==> config.mk <==
export PLATFORM = sky130hd
export DESIGN_NAME = market_feed_sequence_filter
export DESIGN_NICKNAME = d
export VERILOG_FILES = /design/src/sv/mfsf_pkg.sv /design/src/sv/market_feed_sequence_filter.sv /design/src/sv/mfsf_state_ram.sv /design/src/sv/mfsf_verdict_unit.sv
export SDC_FILE = /design/constraint.sdc
export NUM_CORES = 1
export LEC_CHECK = 0
export BUFFER_PORTS_ARGS = -buffer_cell sky130_fd_sc_hd__buf_4
export CORE_UTILIZATION = 35
export DETAILED_ROUTE_END_ITERATION = 10
export MAX_ROUTING_LAYER = met4
export RECOVER_POWER = 100
export SYNTH_ARGS = -nofsm -noshare
export SYNTH_HDL_FRONTEND = slang
export SYNTH_HIERARCHICAL = 1
export SYNTH_SLANG_ARGS = --single-unit
==> constraint.sdc <==
create_clock -name clk -period 20.3 [get_ports clk]
set_clock_uncertainty 0.05 [all_clocks]
set_input_delay 1.015 -clock clk [delete_from_list [all_inputs] [get_ports clk]]
set_output_delay 1.015 -clock clk [all_outputs]
set_load 0.02 [all_outputs]
==> src/sv/mfsf_pkg.sv <==
// ----------------------------------------------------------------------------
// mfsf_pkg
// Shared types and constants for the market feed sequence filter.
// ----------------------------------------------------------------------------
package mfsf_pkg;

  // The subscription mask has a fixed number of bits; types above it are
  // never subscribed.
  localparam int MASK_BITS = 4;
  localparam int TYPE_W    = 8;
  localparam int SRC_W     = 32;
  localparam int SEQ_W     = 32;
  localparam int STATUS_W  = 64;
  localparam int VERDICT_W = 3;

  localparam logic KIND_SNAPSHOT = 1'b0;
  localparam logic KIND_STATUS   = 1'b1;

  typedef enum logic [VERDICT_W-1:0] {
    VERDICT_OK             = 3'd0,
    VERDICT_INVALID        = 3'd1,
    VERDICT_UNSUBSCRIBED   = 3'd2,
    VERDICT_STALE          = 3'd3,
    VERDICT_SOURCE_CHANGED = 3'd4,
    VERDICT_STATUS_SAME    = 3'd5
  } verdict_t;

  // Outcome of one word: verdict plus the state updates it commits.
  typedef struct packed {
    logic     seq_we;
    logic     status_we;
    logic     src_we;
    verdict_t verdict;
  } decision_t;

endpackage

==> src/sv/market_feed_sequence_filter.sv <==
// ----------------------------------------------------------------------------
// market_feed_sequence_filter
// Per-market-type snapshot sequence and status change filter.
// ----------------------------------------------------------------------------
// Takes one word per cycle while in_stall is low and returns one verdict per
// word through the stage 1 and output registers. On acceptance the per-type
// sequence and status tables (synchronous RAMs) are read; stage 1 compares
// and writes back. A word to the same type right behind another is served by
// forwarding inside the tables, so there is no bubble. Tables start cleared
// through per-entry valid bits, so there is no clearing pass after reset.
// Write subscribed_mask only while no word is in flight.
// ----------------------------------------------------------------------------
module market_feed_sequence_filter #(
  parameter int MARKET_TYPES = 4,
  parameter int STATUS_BYTES = 8
) (
  input  logic                          clk,
  input  logic                          rst,
  input  logic                          cfg_write,
  input  logic [mfsf_pkg::MASK_BITS-1:0] cfg_data,
  input  logic                          in_valid,
  output logic                          in_stall,
  input  logic                          kind,
  input  logic [mfsf_pkg::TYPE_W-1:0]   market_type,
  input  logic [mfsf_pkg::SRC_W-1:0]    source_id,
  input  logic [mfsf_pkg::SEQ_W-1:0]    sequence_number,
  input  logic [mfsf_pkg::STATUS_W-1:0] session_status,
  output logic                          out_valid,
  input  logic                          out_stall,
  output logic [mfsf_pkg::VERDICT_W-1:0] verdict
);

  import mfsf_pkg::*;

  localparam int SW     = 8 * STATUS_BYTES;
  localparam int SLOT_W = (MARKET_TYPES > 1) ? $clog2(MARKET_TYPES) : 1;

  logic [MASK_BITS-1:0] subscribed_mask;
  logic [SRC_W-1:0]     current_source;

  // stage 1 word
  logic                 s1_valid;
  logic                 s1_valid_next;
  logic                 s1_kind;
  logic                 s1_type_ok;
  logic                 s1_subscribed;
  logic [SLOT_W-1:0]    s1_slot;
  logic [SRC_W-1:0]     s1_source;
  logic [SEQ_W-1:0]     s1_seq;
  logic [SW-1:0]        s1_status;

  logic                 out_open;
  logic                 s1_adv;
  logic                 in_acc;
  logic                 type_ok;
  logic                 subscribed;
  logic [1:0]           mask_idx;
  logic [SLOT_W-1:0]    rd_slot;
  logic [SEQ_W-1:0]     last_sequence;
  logic [SW-1:0]        last_status;
  decision_t            decision;
  verdict_t             out_verdict;

  assign out_open = !out_valid || !out_stall;
  assign s1_adv   = s1_valid && out_open;
  assign in_stall = s1_valid && !out_open;
  assign in_acc   = in_valid && !in_stall;

  assign type_ok  = (market_type != '0) && (market_type <= TYPE_W'(MARKET_TYPES));
  assign mask_idx = market_type[1:0] - 2'd1;
  assign subscribed = (market_type != '0) && (market_type <= TYPE_W'(MASK_BITS))
                      && subscribed_mask[mask_idx];
  assign rd_slot  = type_ok ? SLOT_W'(market_type - TYPE_W'(1)) : '0;

  always_ff @(posedge clk) begin
    if (rst) begin
      subscribed_mask <= '0;
    end else if (cfg_write) begin
      subscribed_mask <= cfg_data;
    end
  end

  always_comb begin
    s1_valid_next = s1_valid;
    priority if (in_acc) begin
      s1_valid_next = 1'b1;
    end else if (s1_adv) begin
      s1_valid_next = 1'b0;
    end
  end

  always_ff @(posedge clk) begin
    if (rst) begin
      s1_valid <= 1'b0;
    end else begin
      s1_valid <= s1_valid_next;
    end
  end

  always_ff @(posedge clk) begin
    if (in_acc) begin
      s1_kind       <= kind;
      s1_type_ok    <= type_ok;
      s1_subscribed <= subscribed;
      s1_slot       <= rd_slot;
      s1_source     <= source_id;
      s1_seq        <= sequence_number;
      s1_status     <= session_status[SW-1:0];
    end
  end

  mfsf_state_ram #(
    .DEPTH (MARKET_TYPES),
    .WIDTH (SEQ_W)
  ) u_seq_ram (
    .clk     (clk),
    .rst     (rst),
    .rd_en   (in_acc),
    .rd_addr (rd_slot),
    .wr_en   (s1_adv && decision.seq_we),
    .wr_addr (s1_slot),
    .wr_data (s1_seq),
    .rd_data (last_sequence)
  );

  mfsf_state_ram #(
    .DEPTH (MARKET_TYPES),
    .WIDTH (SW)
  ) u_status_ram (
    .clk     (clk),
    .rst     (rst),
    .rd_en   (in_acc),
    .rd_addr (rd_slot),
    .wr_en   (s1_adv && decision.status_we),
    .wr_addr (s1_slot),
    .wr_data (s1_status),
    .rd_data (last_status)
  );

  mfsf_verdict_unit #(
    .SW (SW)
  ) u_verdict (
    .kind            (s1_kind),
    .type_ok         (s1_type_ok),
    .subscribed      (s1_subscribed),
    .source_id       (s1_source),
    .sequence_number (s1_seq),
    .session_status  (s1_status),
    .current_source  (current_source),
    .last_sequence   (last_sequence),
    .last_status     (last_status),
    .decision        (decision)
  );

  always_ff @(posedge clk) begin
    if (rst) begin
      current_source <= '0;
    end else if (s1_adv && decision.src_we) begin
      current_source <= s1_source;
    end
  end

  // Output register: load on advance, drop once taken.
  always_ff @(posedge clk) begin
    if (rst) begin
      out_valid <= 1'b0;
    end else if (s1_adv) begin
      out_valid <= 1'b1;
    end else if (!out_stall) begin
      out_valid <= 1'b0;
    end
  end

  always_ff @(posedge clk) begin
    if (s1_adv) begin
      out_verdict <= decision.verdict;
    end
  end

  assign verdict = out_verdict;

endmodule

==> src/sv/mfsf_state_ram.sv <==
// ----------------------------------------------------------------------------
// mfsf_state_ram
// Per-type state table: synchronous RAM, registered read, entry valid bits
// that reset clears, and write-to-read forwarding for back-to-back access.
// ----------------------------------------------------------------------------
module mfsf_state_ram #(
  parameter int DEPTH = 4,
  parameter int WIDTH = 32,
  localparam int AddrW = (DEPTH > 1) ? $clog2(DEPTH) : 1
) (
  input  logic             clk,
  input  logic             rst,
  input  logic             rd_en,
  input  logic [AddrW-1:0] rd_addr,
  input  logic             wr_en,
  input  logic [AddrW-1:0] wr_addr,
  input  logic [WIDTH-1:0] wr_data,
  output logic [WIDTH-1:0] rd_data
);

  logic [WIDTH-1:0] mem [DEPTH];
  logic [DEPTH-1:0] entry_valid;
  logic [WIDTH-1:0] rd_q;
  logic             rd_valid_q;
  logic             fwd_q;
  logic [WIDTH-1:0] fwd_data_q;

  always_ff @(posedge clk) begin
    if (wr_en) begin
      mem[wr_addr] <= wr_data;
    end
  end

  always_ff @(posedge clk) begin
    if (rst) begin
      entry_valid <= '0;
    end else if (wr_en) begin
      entry_valid[wr_addr] <= 1'b1;
    end
  end

  // Capture read data; a write to the same entry at the same edge wins.
  always_ff @(posedge clk) begin
    if (rd_en) begin
      rd_q       <= mem[rd_addr];
      rd_valid_q <= entry_valid[rd_addr];
      fwd_q      <= wr_en && (wr_addr == rd_addr);
      fwd_data_q <= wr_data;
    end
  end

  always_comb begin
    if (fwd_q) begin
      rd_data = fwd_data_q;
    end else if (rd_valid_q) begin
      rd_data = rd_q;
    end else begin
      rd_data = '0;
    end
  end

endmodule

==> src/sv/mfsf_verdict_unit.sv <==
// ----------------------------------------------------------------------------
// mfsf_verdict_unit
// Compares one word against the stored state of its market type and decides
// the verdict and which state entries to update.
// ----------------------------------------------------------------------------
module mfsf_verdict_unit #(
  parameter int SW = 64
) (
  input  logic                     kind,
  input  logic                     type_ok,
  input  logic                     subscribed,
  input  logic [mfsf_pkg::SRC_W-1:0] source_id,
  input  logic [mfsf_pkg::SEQ_W-1:0] sequence_number,
  input  logic [SW-1:0]            session_status,
  input  logic [mfsf_pkg::SRC_W-1:0] current_source,
  input  logic [mfsf_pkg::SEQ_W-1:0] last_sequence,
  input  logic [SW-1:0]            last_status,
  output mfsf_pkg::decision_t      decision
);

  import mfsf_pkg::*;

  always_comb begin
    decision = '{seq_we: 1'b0, status_we: 1'b0, src_we: 1'b0, verdict: VERDICT_OK};
    priority if (!type_ok) begin
      decision.verdict = VERDICT_INVALID;
    end else if (!subscribed) begin
      decision.verdict = VERDICT_UNSUBSCRIBED;
    end else if (kind == KIND_SNAPSHOT) begin
      if (source_id == current_source) begin
        if (sequence_number > last_sequence) begin
          decision.seq_we = 1'b1;
        end else begin
          decision.verdict = VERDICT_STALE;
        end
      end else begin
        // adopt the new source and reload the sequence
        decision.src_we = 1'b1;
        decision.seq_we = 1'b1;
        if (current_source != '0) begin
          decision.verdict = VERDICT_SOURCE_CHANGED;
        end
      end
    end else begin
      if (session_status == last_status) begin
        decision.verdict = VERDICT_STATUS_SAME;
      end else begin
        decision.status_we = 1'b1;
      end
    end
  end

endmodule

* After elaboration in Yosys (flattened, before gate mapping)
Memory sizes are Yosys's and may differ from the RTL's. A register that Yosys moved wholly into a read port is not among the register bits.
Index checks and enable logic that the tools add are counted.
** Cells by class
- Add/sub/neg operators :: 2
- $lt $le $gt $ge :: 6
- Equal/unequal tests :: 4
- Mux-type cells :: 36
- Bitwise gates (word level) :: 2
- Reduce and logical (&&, ||, !) cells :: 20
** Operators by type and width (count)
- 64-bit 2-to-1 mux :: 2
- 64-bit equality test :: 1
- 32-bit 2-to-1 mux :: 2
- 32-bit equality test :: 1
- 32-bit greater-than comparator :: 1
- 32-bit nonzero test :: 1
- 1-bit 2-to-1 mux :: 19
- 3-bit 2-to-1 mux :: 6
- 1-bit logical AND :: 11
- 2-bit by 3-bit less-than comparator with 1-bit output, second input constant :: 3
- 8-bit by 3-bit <= comparator with 1-bit output, second input constant :: 1
- 4-bit OR :: 2
- 8-bit nonzero test :: 1
- 1-bit binary-select mux with 2-bit select :: 3
- 2-bit 2-to-1 mux :: 3
- 1-bit zero test :: 4
- 2-bit by 1-bit subtractor with 2-bit output, second input constant :: 2
- 1-bit demux with 2-bit select :: 1
- 2-bit equality test :: 1
- 2-bit by 1-bit >= comparator with 1-bit output, second input constant :: 1
- 2-bit by 1-bit inequality test with 1-bit output, second input constant :: 1
- 2-bit AND reduction :: 1
- 2-bit nonzero test :: 1
- 1-bit logical OR :: 1
** Storage, ports and cells
- Bits in registers :: 282
- Bits in writable memories :: 384
- Input bits :: 146
- Output and inout port bits :: 5
- Memories :: 2
** Memories
- u_status_ram.mem :: depth 4, bits a word 64, read ports 1, clocked after Yosys merged registers in 1, write ports 1, line mfsf_state_ram.sv:21 : logic [WIDTH-1:0] mem [DEPTH];
- u_seq_ram.mem :: depth 4, bits a word 32, read ports 1, clocked after Yosys merged registers in 1, write ports 1, line mfsf_state_ram.sv:21

* Longest topological paths before layout
Gate-level depths: netlist of the first run.
- Depth in word-level cells :: 11
- Depth in mapped cells :: 15
- Gate-level depth less buffers :: 13

* Hierarchy
Netlist of the first run, hierarchy kept.
** Modules (own cells, without submodules)
- mfsf_state_ram (u_status_ram) :: times used 1, cells an instance 564, area each 13964.6 µm²
- mfsf_state_ram (u_seq_ram) :: times used 1, cells an instance 295, area each 7171.9 µm²
- market_feed_sequence_filter :: times used 1, cells an instance 313, area each 5874.4 µm²
- mfsf_verdict_unit :: times used 1, cells an instance 275, area each 2028.2 µm²

* Worst setup path before layout of the first run
No wires, ideal clock.
- Path type :: input port to flip-flop
- Start point :: in out_stall
- End point :: reg s1_kind (enable)
- Setup time :: 1.063 ns
- Arrival time :: 15.722 ns
- Data required time :: 19.187 ns
- Setup slack :: 3.465 ns
- Stages :: 2
- Path through :: and3_2 > nor2b_1
** Between the ends
- Cells in the longest elaborated chain, start to end :: 6
** Ends and longest elaborated chain
- start, declared :: line market_feed_sequence_filter.sv:29 : input logic out_stall,
- 1-bit zero test
- 1-bit logical OR :: line market_feed_sequence_filter.sv:64 : assign out_open = !out_valid || !out_stall;
- 1-bit zero test :: line market_feed_sequence_filter.sv:66 : assign in_stall = s1_valid && !out_open;
- 1-bit logical AND :: line market_feed_sequence_filter.sv:66
- 1-bit zero test :: line market_feed_sequence_filter.sv:67 : assign in_acc = in_valid && !in_stall;
- 1-bit logical AND :: line market_feed_sequence_filter.sv:67
- via in_acc :: line market_feed_sequence_filter.sv:54 : logic in_acc;
- end signal, assigned :: line market_feed_sequence_filter.sv:102 : s1_kind <= kind;
- end, declared :: line market_feed_sequence_filter.sv:44 : logic s1_kind;
The timed path passes the listed nets, and every way through them passes these cells.
A chain may end at the register's enable or synchronous reset.

* Final worst setup path of the first run
- Start point :: in market_type[0] (netlist bit)
- End point :: reg u_status_ram.rd_q[20] (read register of u_status_ram.mem) (data pin)
** Between the ends
- Cells in the longest elaborated chain, start to end :: 3
- Elaborated cells between the ends (all ways) :: 5
- Classes of those cells :: add/sub (1); order compare (1); mux (1); reduce/logical (2)
** Ends and longest elaborated chain
- start, declared :: line market_feed_sequence_filter.sv:24 : input logic [mfsf_pkg::TYPE_W-1:0] market_type,
- 8-bit by 3-bit <= comparator with 1-bit output or 8-bit nonzero test (tied branches) :: line market_feed_sequence_filter.sv:69 : assign type_ok = (market_type != '0) && (market_type <= TYPE_W'(MARKET_TYPES));
- 1-bit logical AND :: line market_feed_sequence_filter.sv:69
- 2-bit 2-to-1 mux (*) :: line market_feed_sequence_filter.sv:73 : assign rd_slot = type_ok ? SLOT_W'(market_type - TYPE_W'(1)) : '0;
- via rd_slot[0] :: line market_feed_sequence_filter.sv:58 : logic [SLOT_W-1:0] rd_slot;
- end, declared :: line mfsf_state_ram.sv:23 : logic [WIDTH-1:0] rd_q;
The timed path passes the listed nets; every way through them passes the cells marked *.

==> results of run 1 <==
-- sequential cells by signal (all words and copies together) (netlist names), 4 cells and up --
register,flops
u_seq_ram/mem,128
s1_source,32
s1_status,64
u_status_ram/entry_valid,4
u_seq_ram/fwd_data_q,32
s1_seq,32
u_status_ram/fwd_data_q,64
u_seq_ram/rd_q,32
u_status_ram/mem,256
current_source,32
subscribed_mask,4
u_status_ram/rd_q,64
u_seq_ram/entry_valid,4
-- synth_stat cells (all sizes together), types with 16 or more instances --
library cell	number	share of area, %
nand2b	66	1.4
nand4	27	0.58
xnor2	62	1.9
dfxtp	46	3.2
a21oi	16	0.28
mux4	99	7.7
mux2i	36	1.2
edfxtp	716	74
ha	33	1.4
buf	35	1.1
nor2	17	0.22
clkbuf	20	0.26
a22o	94	2.8
inv	46	0.59
xor2	33	1.0
nor4	21	0.45
-- per-layer routing --
layer  up-vias  global-route usage [%]  routed length, um
li1       6219                       -                  -
met1      7077                    18.4              25800
met2       299                    22.9              28400
met3        80                    3.15               2790
met4         0                    3.46               1080
met5         -                       -                  0
-- cell families after synthesis --
group,share of synthesized area [%]
DFF,77.2
and+or+nand+nor,3.71
AOI/OAI and AO/OA,3.90
muxes,8.97
buffers and inverters,1.92
xor gates and xnor gates,2.87
adders and majority gates,1.42
-- area by class of cell --
| cell class | count | area [sq um] | area share (%) |
|---|---|---|---|
| Clock buffer | 89 | 2090 | 6.14 |
| Timing Repair Buffer | 170 | 1080 | 3.19 |
| Multi-Input combinational cell | 584 | 6060 | 17.8 |
| Inverter | 46 | 173 | 0.508 |
| Clock inverter | 63 | 837 | 2.46 |
| Tap cell | 1070 | 1340 | 3.94 |
| Sequential cell | 762 | 22400 | 65.9 |
-- stage by stage --
stage	std cells	cell area [sq um]	total power [mW]	utilization, %
detailed placement	2632	31400	1.94	38.2
CTS	2784	34300	3.53	41.8
floorplan	1447	29000	1.89	-
finish	2784	34000	3.48	41.4
global placement	2630	31300	1.94	38.1
global route	2784	34000	3.60	41.4
-- where the power goes --
group	leakage [nW]	switching [mW]	internal, mW
Sequential	7.07	0.0315	1.76
Clock	1.42	0.630	0.949
Combinational	2.62	0.0586	0.0501
Total	11.1	0.720	2.76
-- tightest hold or removal path, cell delays in order (launching register included) --
cell	delay, ps
dfxtp_1	310
inv_1	50
a21oi_1	50
-- cells in the final DEF (no fill, tap or decap), drive strengths merged, types with 3 or more instances in the layout --
cell type    n
a21oi       16
a221oi       3
a22o        94
a31oi        3
and3         9
buf         17
bufinv      15
clkbuf     242
clkinv      40
clkinvlp     4
dfxtp       46
edfxtp     716
ha          33
inv         50
mux2i       36
mux4        99
nand2       14
nand2b      66
nand3        5
nand3b       3
nand4       27
nor2        17
nor2b        6
nor3         3
nor3b        3
nor4        21
o21ai        6
o21ba        4
xnor2       62
xor2        33
-- worst paths after layout --
check / from / to / slack, ps / depth (start not counted)
max: market_type[0] / u_status_ram/rd_q[20]$_DFFE_PP_ / 10370 / 9
min: u_seq_ram/entry_valid[1]$_SDFFE_PP0P_ / u_seq_ram/entry_valid[1]$_SDFFE_PP0P_ / 400 / 2
max reg2reg: u_status_ram/fwd_q$_DFFE_PP_ / u_status_ram/mem[1][32]$_DFFE_PP_ / 10450 / 14
min reg2reg: u_seq_ram/entry_valid[1]$_SDFFE_PP0P_ / u_seq_ram/entry_valid[1]$_SDFFE_PP0P_ / 400 / 2
==> summary.md, run 1 <==
| Metric | Value |
|---|---|
| Clk_lat worst skew | 630 ps |
| CP max stage delay | around 2900 ps |
| Final Max Tran Viols | 919 |
| Gate Count Post-Synth | 1447 |
| Via density | 4.91 |
| Endpoint class of the critical path | flip-flop |
| Aggregate global routing overflow | 0 |
| Max Freq | between 100 and 150 MHz |
| Power density cells | ~100 nW/um^2 |
| Net Count, Synth | 1626 |
| Critical Path Start Type | primary input |
| Worst-case clock buffer depth | 3 |
| Hold WS | 397 ps |
| Sequential fraction of the synthesis area | 77.2% |
| Avg Cell Area, Syn | 20.1 sq um |
| Fillers | 7217 |
| Area Growth Syn to Fin | 17.1% |
| Row Count | 105 |
| DRC violations left | 0 |
| Least-Margin Pin Slew | 4600 ps |
| Gpl congestion | 0.749 |
| Cell family with most CP delay | buffers and inverters |
| Status | complete, but fails checks |
| CP Class | in2reg |
| Data required, critical path | 20590 ps |
| Final ANT Viol Nets | 0 |
| Pre-CTS setup slack | 14870 ps |
| Vias in the first global route | about 14000 |
| Yosys reg bits | 762 |
| Initial Utilization | 35.4% |
| Violated checks | capacitance limit, slew limit |
| First-pass GRT wire length | 88500 um |
| Total global-route track usage | 14.3% |
| Clk sinks | 762 |
| Initial antenna violation count | 0 |
| Nets | 1825 |
| RSZ-0062 raised after global routing | false |
| Reg clk slew, reported paths | 60 ps |
| Post-cts sizing count | 0 |
| Antenna diodes | 0 |
| Leakage | about 11 nW |
| Port buffer count | 150 |
| DP Wirelength | 33800 um |
| Hold Buf Count CTS | 0 |
| Clk root buf | clkbuf_16 |
| Slowest-stage cell, CP | clkbuf_1 |
| Arrival time worst endpoint | 10220 ps |
| Setup TNS | 0 ps |
| Fin crit period | just under 10000 ps |
| Core region area | ~80000 sq um |
| Hold Crit Class | reg2reg |
| Total Wirelength | 58100 um |
| Routed via count | 13675 |
| Synth cell types | 52 |
| # Post-CTS Setup Buffers | 0 |
| Most Frequent Cell on Critical Path | clkbuf_1 |
| Die width | 290 um |
| CTS tree | yes |
| Die height | approximately 290 um |
| I/O Pins | 151 |
| CP cell instances | clkbuf_1, inv_1, ha_1, xnor2_1, nand3_1, nor2_1, clkbuf_1, clkbuf_1, mux4_2 |
| Fin crit share | 48.9% |
| CP Max Fanout | 43 |
| Iter 0 DRT Violations | between 800 and 900 |
| Num CTS Buffers | 82 |
| Share of cells above drive strength 1 | 20.1% |
| Relative slew slack | -207% |
| Yosys warns | 6 |
| Async set-or-reset flop fraction in the synthesized netlist | 0% |
| PnR worst setup slack | roughly 10000 ps |
| H-Tree Depth | 3 |
| EDFF count, synth | 716 |
| Buf+Inv Stages, Crit Path | 4 |
| Wire length per cell | 20.9 um |
| Final setup fails | 0 |
| Peak VDD IR | roughly 0.062 mV |
| Post-synth top flop | edfxtp_1 |
| Largest net degree at the start of global routing | 172 |
| Hold violation count in the final report | 0 |
| Die Area | 84100 sq um |
| Router iterations before antenna repair | 5 |
| MaxCap Viol Count | 22 |
| Cell area after technology mapping | 29000 sq um |
No activity file was read; power rests on OpenSTA's default activity.
==> run 2: changes to the inputs <==
Settings changed: ABC_AREA set to 1.
Clock period 20.3 ns to 8.6 ns, I/O delays scaled along.
==> run 2 against run 1 <==
  * Highest routed layer unchanged
  * Clock-buffer cell count grew 13
  * Die area grew 9.7%
  * Power grew 130%
  * Critical path depth grew 9
  * Sequential cell count is the same
  * Via count grew 45%
  * Sequential power grew 140%
  * Sequential share of layout area shrank 6.9 points
  * The run still ends with capacitance limit, slew limit left
  * Global-route usage grew 1.1 points
  * Combinational power grew to 2.9 times the previous value
  * Wire length grew 18%
  * Area after synthesis grew 9.8%
==> summary.md, run 2 <==
| Metric | Value |
|---|---|
| Yosys reg bits | 762 (unchanged) |
| Most common cell after layout, fill and taps aside | nand2_1 |
| I/O Pins | 151 (unchanged) |
| Wire length per cell | 15.5 um (-26%) |
| Num CTS Buffers | 84 (+2.4%) |
| Initial antenna violation count | 5 (+5) |
| Yosys warns | 6 (unchanged) |
| Peak VDD IR | 0.142 mV (+130%) |
| CP Max Fanout | 65 (+51%) |
| Arrival time worst endpoint | 6590 ps (-3630 ps) |
| Met1 WL | 31500 um (+22%) |
| Endpoint class of the critical path | flip-flop |
| Async set-or-reset flop fraction in the synthesized netlist | 0% (unchanged) |
| Iter 0 DRT Violations | 1269 (+41%) |
| CP max stage delay | 1800 ps (-1070 ps) |
| Via density | 4.47 (-9.0%) |
| Die Area | 92300 sq um (+9.7%) |
| Sequential share of power | 52.3% (+0.8 points) |
| Most frequent cells in the layout | nand2_1 (860), edfxtp_1 (716), inv_1 (517) |
| Router iterations before antenna repair | 5 (unchanged) |
| Net Count, Synth | 3078 (+89%) |
| Top routing layer in use | met4 |
| DP Wirelength | 37400 um (+11%) |
| Final ANT Viol Nets | 0 (unchanged) |
| Synth area leader | edfxtp_1 |
| Nets | 3366 (+84%) |
| Data required, critical path | 8670 ps (-11920 ps) |
| Gate Count Post-Synth | 2899 (+100%) |
| Fillers | 8310 (+15%) |
| RSZ-0062 raised after global routing | false |
| Util after Layout | 42.1% (+0.73 points) |
| Max Freq | 154 MHz |
| Largest Register | u_status_ram/mem |
| Synth cell types | 32 (-38%) |
| EDFF count, synth | 716 (unchanged) |
| Worst-case clock buffer depth | 3 (unchanged) |
| Power density cells | 213 nW/um^2 (+110%) |
| # Post-CTS Setup Buffers | 0 (unchanged) |
| Status | complete, but fails checks |
| Cell area after technology mapping | 31900 sq um (+9.8%) |
| H-Tree Depth | 3 (unchanged) |
| CP cell instances | buf_4, inv_1, nand3_1, nand2_1, nor2_1, nor3_1, nand2_1, nor2_1, nand2_1, nor2_1, nand2_1, nand2_1, nor2_1, inv_1, nor2_1, nand3_1, clkinv_2, clkbuf_2 |
| Fin crit period | 6510 ps |
| Final Max Tran Viols | 525 (-43%) |
| Relative slew slack | -181% (+26 points) |
| Clk root buf | clkbuf_16 |
| Registers with the most flip-flops | u_status_ram/mem (256), u_seq_ram/mem (128) |
| Die height | 304 um (+4.7%) |
| Clk sinks | 762 (unchanged) |
| DRC violations left | 0 (unchanged) |
| Top cell type's share of synthesized area | 67.4% (-6.6 points) |
| Leakage | 16.1 nW (+45%) |
| MaxCap Viol Count | 10 (-55%) |
| Sequential fraction of the synthesis area | 70.3% (-6.9 points) |
| Met2 WL | 32700 um (+15%) |
| Area Growth Syn to Fin | 19.2% |
| Critical Path Start Type | flip-flop |
| Clock network power share | 43.8% (-1.6 points) |
| Violated checks | capacitance limit, slew limit |
| Setup TNS | 0 ps (unchanged) |
| CTS tree | yes |
| Share of cells above drive strength 1 | 8.43% (-12 points) |
| Total global-route track usage | 15.3% (+1.1 points) |
| Core region area | 90100 sq um (+9.8%) |
| First-pass GRT wire length | 108000 um (+22%) |
| Routed via count | 19807 (+45%) |
| Largest register FFs | 256 (unchanged) |
| R2R setup slack | 2090 ps (-8360 ps) |
| Clk_lat worst skew | 630 ps (about the same) |
| Post-synth top flop | edfxtp_1 |
| Row Count | 110 (+4.8%) |
| Largest net degree at the start of global routing | 154 (-10%) |
| Most frequent cells after synthesis | nand2_1 (859), edfxtp_1 (716), inv_1 (521), nand3_1 (311), nor2_1 (151) |
| Reg clk slew, reported paths | 60 ps (about the same) |
| Ranking of synthesized cells by area | edfxtp_1 (67%), nand2_1 (10%), inv_1 (6.1%) |
| Net Switching | 1.69 mW (+130%) |
| Slowest-stage cell, CP | inv_1 |
| Count leader, synth | nand2_1 |
| Avg Cell Area, Syn | 11.0 sq um (-45%) |
| WL met3 | 2790 um (about the same) |
| Hold violation count in the final report | 0 (unchanged) |
| Sw Share | 20.9% (+0.17 points) |
| Gpl congestion | 0.781 (+4.4%) |
| Least-Margin Pin Slew | 4210 ps (-395 ps) |
| Initial Utilization | 35.4% (about the same) |
| Logic pwr share | 3.9% (+0.8 points) |
| Pint | 6.41 mW (+130%) |
| Vias in the first global route | 19047 (+32%) |
| Aggregate global routing overflow | 0 (unchanged) |
| CP Class | reg2reg |
| Port buffer count | 150 (unchanged) |
| Die width | 304 um (+4.7%) |
| Final setup fails | 0 (unchanged) |
| Total Wirelength | 68500 um (+18%) |
| Hold Crit Class | in2reg |
| Fin crit share | 75.7% |
## run 2: changes by cell type after synthesis, sizes merged, moves of 94 or more
cell   change
inv      +479
nand2    +847
nand3    +307
mux4      -99
a22o      -94
nor2     +135
## run 2: repair_timing
action,4_1_cts,5_1_grt
gates resized for setup,0,0
hold buffers,130,0
hold endpoints to repair,130,0
## run 2: metal layers
layer	track usage (%)	vias up
met5	-	-
met4	4.62	0
met3	2.45	113
met2	24.8	341
met1	19.8	9444
li1	-	9909
## run 2: critical path, delay by kind of cell, from the launching register on
kind / cells / cell delay, ps
buffers and inverters: 5 / 3600
AND/OR/NAND/NOR: 13 / 1840
flip-flops: 1 / 350
## run 2: final cells by class
class,instances,area [sq um],share of cell area (%)
clock inverter,47,482,1.27
sequential,762,22400,59.0
timing repair buffer,305,2500,6.59
tap,1176,1470,3.87
clock buffer,102,2220,5.85
antenna,5,12.5,0.0329
multi-input combinational,1507,6890,18.1
inverter,527,1990,5.25
## run 2: logic make-up after synthesis
kind of cell / synth area share, %
AOI/OAI and AO/OA: 0.659
xor gates and xnor gates: 2.23
adders and majority gates: 1.30
buffers and inverters: 8.07
DFF: 70.3
and+or+nand+nor: 17.4
## run 2: power by group through the flow
stage / clock (mW) / sequential (mW) / combinational, mW
finish: 3.55 / 4.24 / 0.319
global route: 3.78 / 4.25 / 0.361
CTS: 3.64 / 4.23 / 0.334
detailed placement: 0 / 4.31 / 0.285
global placement: 0 / 4.31 / 0.281
floorplan: 0 / 4.30 / 0.168
## run 2: stage by stage
stage                     total power [mW]  area, sq um  std cells  setup WS, ps  hold WS (ps)
after floorplan                       4.47        31900       2899           901           379
final                                 8.10        38000       4431          2090          69.0
after detailed placement              4.60        34100       4147          3270           400
after CTS                             8.21        38100       4426          3250          22.6
after global routing                  8.39        38000       4431          1480          55.3
after global placement                4.59        34100       4147          3310           394
## run 2: worst paths after layout
| kind | cells past startpoint | endpoint | from |
|---|---|---|---|
| max | 18 | u_status_ram/mem[2][21]$_DFFE_PP_ | u_status_ram/fwd_q$_DFFE_PP_ |
| min | 3 | subscribed_mask[3]$_SDFFE_PP0P_ | cfg_data[3] |
| max reg2reg | 18 | u_status_ram/mem[2][21]$_DFFE_PP_ | u_status_ram/fwd_q$_DFFE_PP_ |
| min reg2reg | 2 | subscribed_mask[3]$_SDFFE_PP0P_ | subscribed_mask[3]$_SDFFE_PP0P_ |
==> run 3: changes to the inputs <==
Settings changed: ABC_AREA 1 to 0.
Clock period 8.6 ns to 5.4 ns, I/O delays scaled along.
==> run 3 against run 2 <==
  * The flow still finishes with violations (capacitance limit, slew limit)
  * Die area down 8.9%
  * Via count is 27% lower
  * Clock power is 54% higher
  * Worst hold slack better by 30 ps
  * Fmax increased by 37%
  * Cell count is 34% lower
  * Combinational power up 52%
  * Critical path depth decreased by 5
  * Sequential power up 59%
  * Non-clock buffer count up 14
  * Global-route usage shrank 1.1 points
  * Core utilization is 0.82 points higher
  * Critical path type unchanged
  * Largest cell class unchanged
  * Highest routed layer unchanged
==> summary.md, run 3 (synthesized netlist as in run 1, its figures left out) <==
| Metric | Value |
|---|---|
| Initial Utilization | 35.4% (about the same) |
| Least-Margin Pin Slew | 3260 ps (-948 ps) |
| Crit. Startpoint | u_seq_ram/fwd_q$_DFFE_PP_ |
| Router iterations before antenna repair | 5 (unchanged) |
| Die width | 290 um (-4.5%) |
| Reg clk slew, reported paths | 60 ps (about the same) |
| WHS Endpoint | subscribed_mask[0]$_SDFFE_PP0P_ |
| Total global-route track usage | 14.3% (-1.1 points) |
| Total Wirelength | 58500 um (-15%) |
| Iter 0 DRT Violations | 888 (-30%) |
| Slowest-stage cell, CP | o311ai_1 |
| Antenna diodes | 0 (-5) |
| DP Wirelength | 34600 um (-7.6%) |
| Most frequent cells in the layout | edfxtp_1 (716), dlygate4sd3_1 (139), clkbuf_4 (100) |
| Row Count | 105 (-4.5%) |
| Worst-case reg-to-reg path depth | 13 (-5) |
| Registers with the most flip-flops | u_status_ram/mem (256), u_seq_ram/mem (128) |
| CP Max Fanout | 31 (-52%) |
| Endpoint class of the critical path | flip-flop |
| Reg2Reg Capture Point | u_seq_ram/mem[3][25]$_DFFE_PP_ |
| R2R setup slack | 650 ps (-1430 ps) |
| RSZ-0062 raised after global routing | false |
| Hold Path Depth | 2 (-1) |
| Vias in the first global route | 14856 (-22%) |
| Arrival time worst endpoint | 4950 ps (-1640 ps) |
| Wire length per cell | 20.0 um (+29%) |
| Peak VDD IR | 0.285 mV (+100%) |
| Reg-to-Reg Start | u_seq_ram/fwd_q$_DFFE_PP_ |
| PnR worst setup slack | 654 ps (-1430 ps) |
| First-pass GRT wire length | 88800 um (-18%) |
| Gpl congestion | 0.747 (-4.5%) |
| Clk_lat worst skew | 640 ps (about the same) |
| Core region area | 82100 sq um (-8.9%) |
| DRC violations left | 0 (unchanged) |
| Leakage | 11.7 nW (-27%) |
| Port buffer count | 150 (unchanged) |
| Initial antenna violation count | 0 (-5) |
| Area Growth Syn to Fin | 21.5% |
| H-Tree Depth | 3 (unchanged) |
| Final setup fails | 0 (unchanged) |
| Pre-CTS setup slack | 933 ps (-2330 ps) |
| Violated checks | capacitance limit, slew limit |
| Num CTS Buffers | 81 (-3.6%) |
| Status | complete, but fails checks |
| Hold Crit Class | in2reg |
| Placed Instance Area | 31500 sq um (-7.7%) |
| Clk root buf | clkbuf_16 |
| Nets | 1973 (-41%) |
| Clk sinks | 762 (unchanged) |
| Largest register FFs | 256 (unchanged) |
| CP cell instances | nor2b_2, clkbuf_2, a22o_1, inv_1, ha_1, nand4_1, a21oi_1, a211oi_1, o311ai_1, o21a_1, and3_2, and3_1, clkbuf_2 |
| Final Instance Area | 35300 sq um (-7.1%) |
| Critical Path Start Type | flip-flop |
| Share of cells above drive strength 1 | 19.6% (+11 points) |
| Relative slew slack | -117% (+63 points) |
| Hold violation count in the final report | 0 (unchanged) |
| Die height | 290 um (-4.5%) |
| Most common cell after layout, fill and taps aside | edfxtp_1 |
| Largest Register | u_status_ram/mem |
| Aggregate global routing overflow | 0 (unchanged) |
| Hold path start | rst |
| Worst-case clock buffer depth | 3 (unchanged) |
| Most Frequent Cell on Critical Path | clkbuf_2 |
| CP max stage delay | 700 ps (-1100 ps) |
| Post-cts sizing count | 0 (unchanged) |
| Die Area | 84100 sq um (-8.9%) |
| Fin crit share | 87.9% (+12 points) |
| Via density | 4.90 (+9.7%) |
| Power density cells | 359 nW/um^2 (+69%) |
| Fin crit period | 4750 ps (-1770 ps) |
| MaxCap Viol Count | 11 (+1) |
| Data required, critical path | 5610 ps (-3060 ps) |
| I/O Pins | 151 (unchanged) |
| Largest net degree at the start of global routing | 149 (-3.2%) |
| CTS tree | yes |
| CP Class | reg2reg |
| Max Freq | 211 MHz (+37%) |
| Final ANT Viol Nets | 0 (unchanged) |
| Final Max Tran Viols | 644 (+23%) |
| Routed via count | 14381 (-27%) |
run 3: cell count changes in the layout (fill, tap and decap cells not counted), moves of 19 or more:
cell      previous run  this run
nand2_1            860        13
inv_1              517        45
nand3_1            312         5
nor2_1             150        16
mux4_2               0        95
a22o_1               0        94
nand2b_1             0        66
xnor2_1             17        62
mux2i_1              0        36
xor2_1              64        33
nand4_1              8        27
run 3: repair_timing:
item                                   in CTS  in global routing
setup buffers                               0                  0
hold buffers                              139                  0
endpoints found under the hold margin     135                  0
run 3: final cells by class:
type | instances | area [sq um]
flip-flops and latches | 762 | 22400
clock inverters | 64 | 586
repair buffers | 319 | 2600
inverters | 46 | 173
multi-input cells | 584 | 6090
well taps | 1070 | 1340
fillers | 7076 | 46800
clock buffers | 87 | 2070
run 3: worst max-delay path by stage:
stage	to	cells past startpoint	slack (ps)
floorplan	s1_kind$_DFFE_PP_	2	-530
global placement	u_seq_ram/mem[2][6]$_DFFE_PP_	13	970
detailed placement	u_seq_ram/mem[2][6]$_DFFE_PP_	13	930
CTS	u_seq_ram/mem[3][30]$_DFFE_PP_	13	950
global route	u_seq_ram/mem[3][26]$_DFFE_PP_	13	390
finish	u_seq_ram/mem[3][25]$_DFFE_PP_	13	650
run 3: critical path, delay by kind of cell, from the launching register on:
family	cells	cell delay, ps
compound gates	5	1450
fa+ha+maj	1	330
buf+inv	3	1080
flops	1	670
simple gates	4	810
run 3: power breakdown:
| part | total (mW) | switching [mW] | leakage (nW) | internal (mW) |
|---|---|---|---|---|
| registers | 6.75 | 0.124 | 7.07 | 6.62 |
| logic | 0.484 | 0.229 | 3.31 | 0.255 |
| clock network | 5.45 | 2.34 | 1.31 | 3.11 |
run 3: layer usage:
metal | up-vias | share of wire [%] | global-route usage, %
met1 | 7425 | 44 | 18.4
met5 | - | 0 | -
li1 | 6521 | - | -
met4 | 0 | 2.1 | 3.96
met2 | 340 | 50 | 23.2
met3 | 95 | 4.4 | 2.54
run 3: metrics by stage:
stage	total power [mW]	hold WS [ps]	setup TNS [ps]	util, %	std cells
floorplan	7.08	289	-175400	-	1447
global placement	7.28	378	0	38.4	2642
detailed placement	7.30	392	0	38.4	2642
CTS	12.9	93.4	0	43.3	2932
global route	13.1	135	0	43.0	2932
finish	12.7	99.1	0	43.0	2932
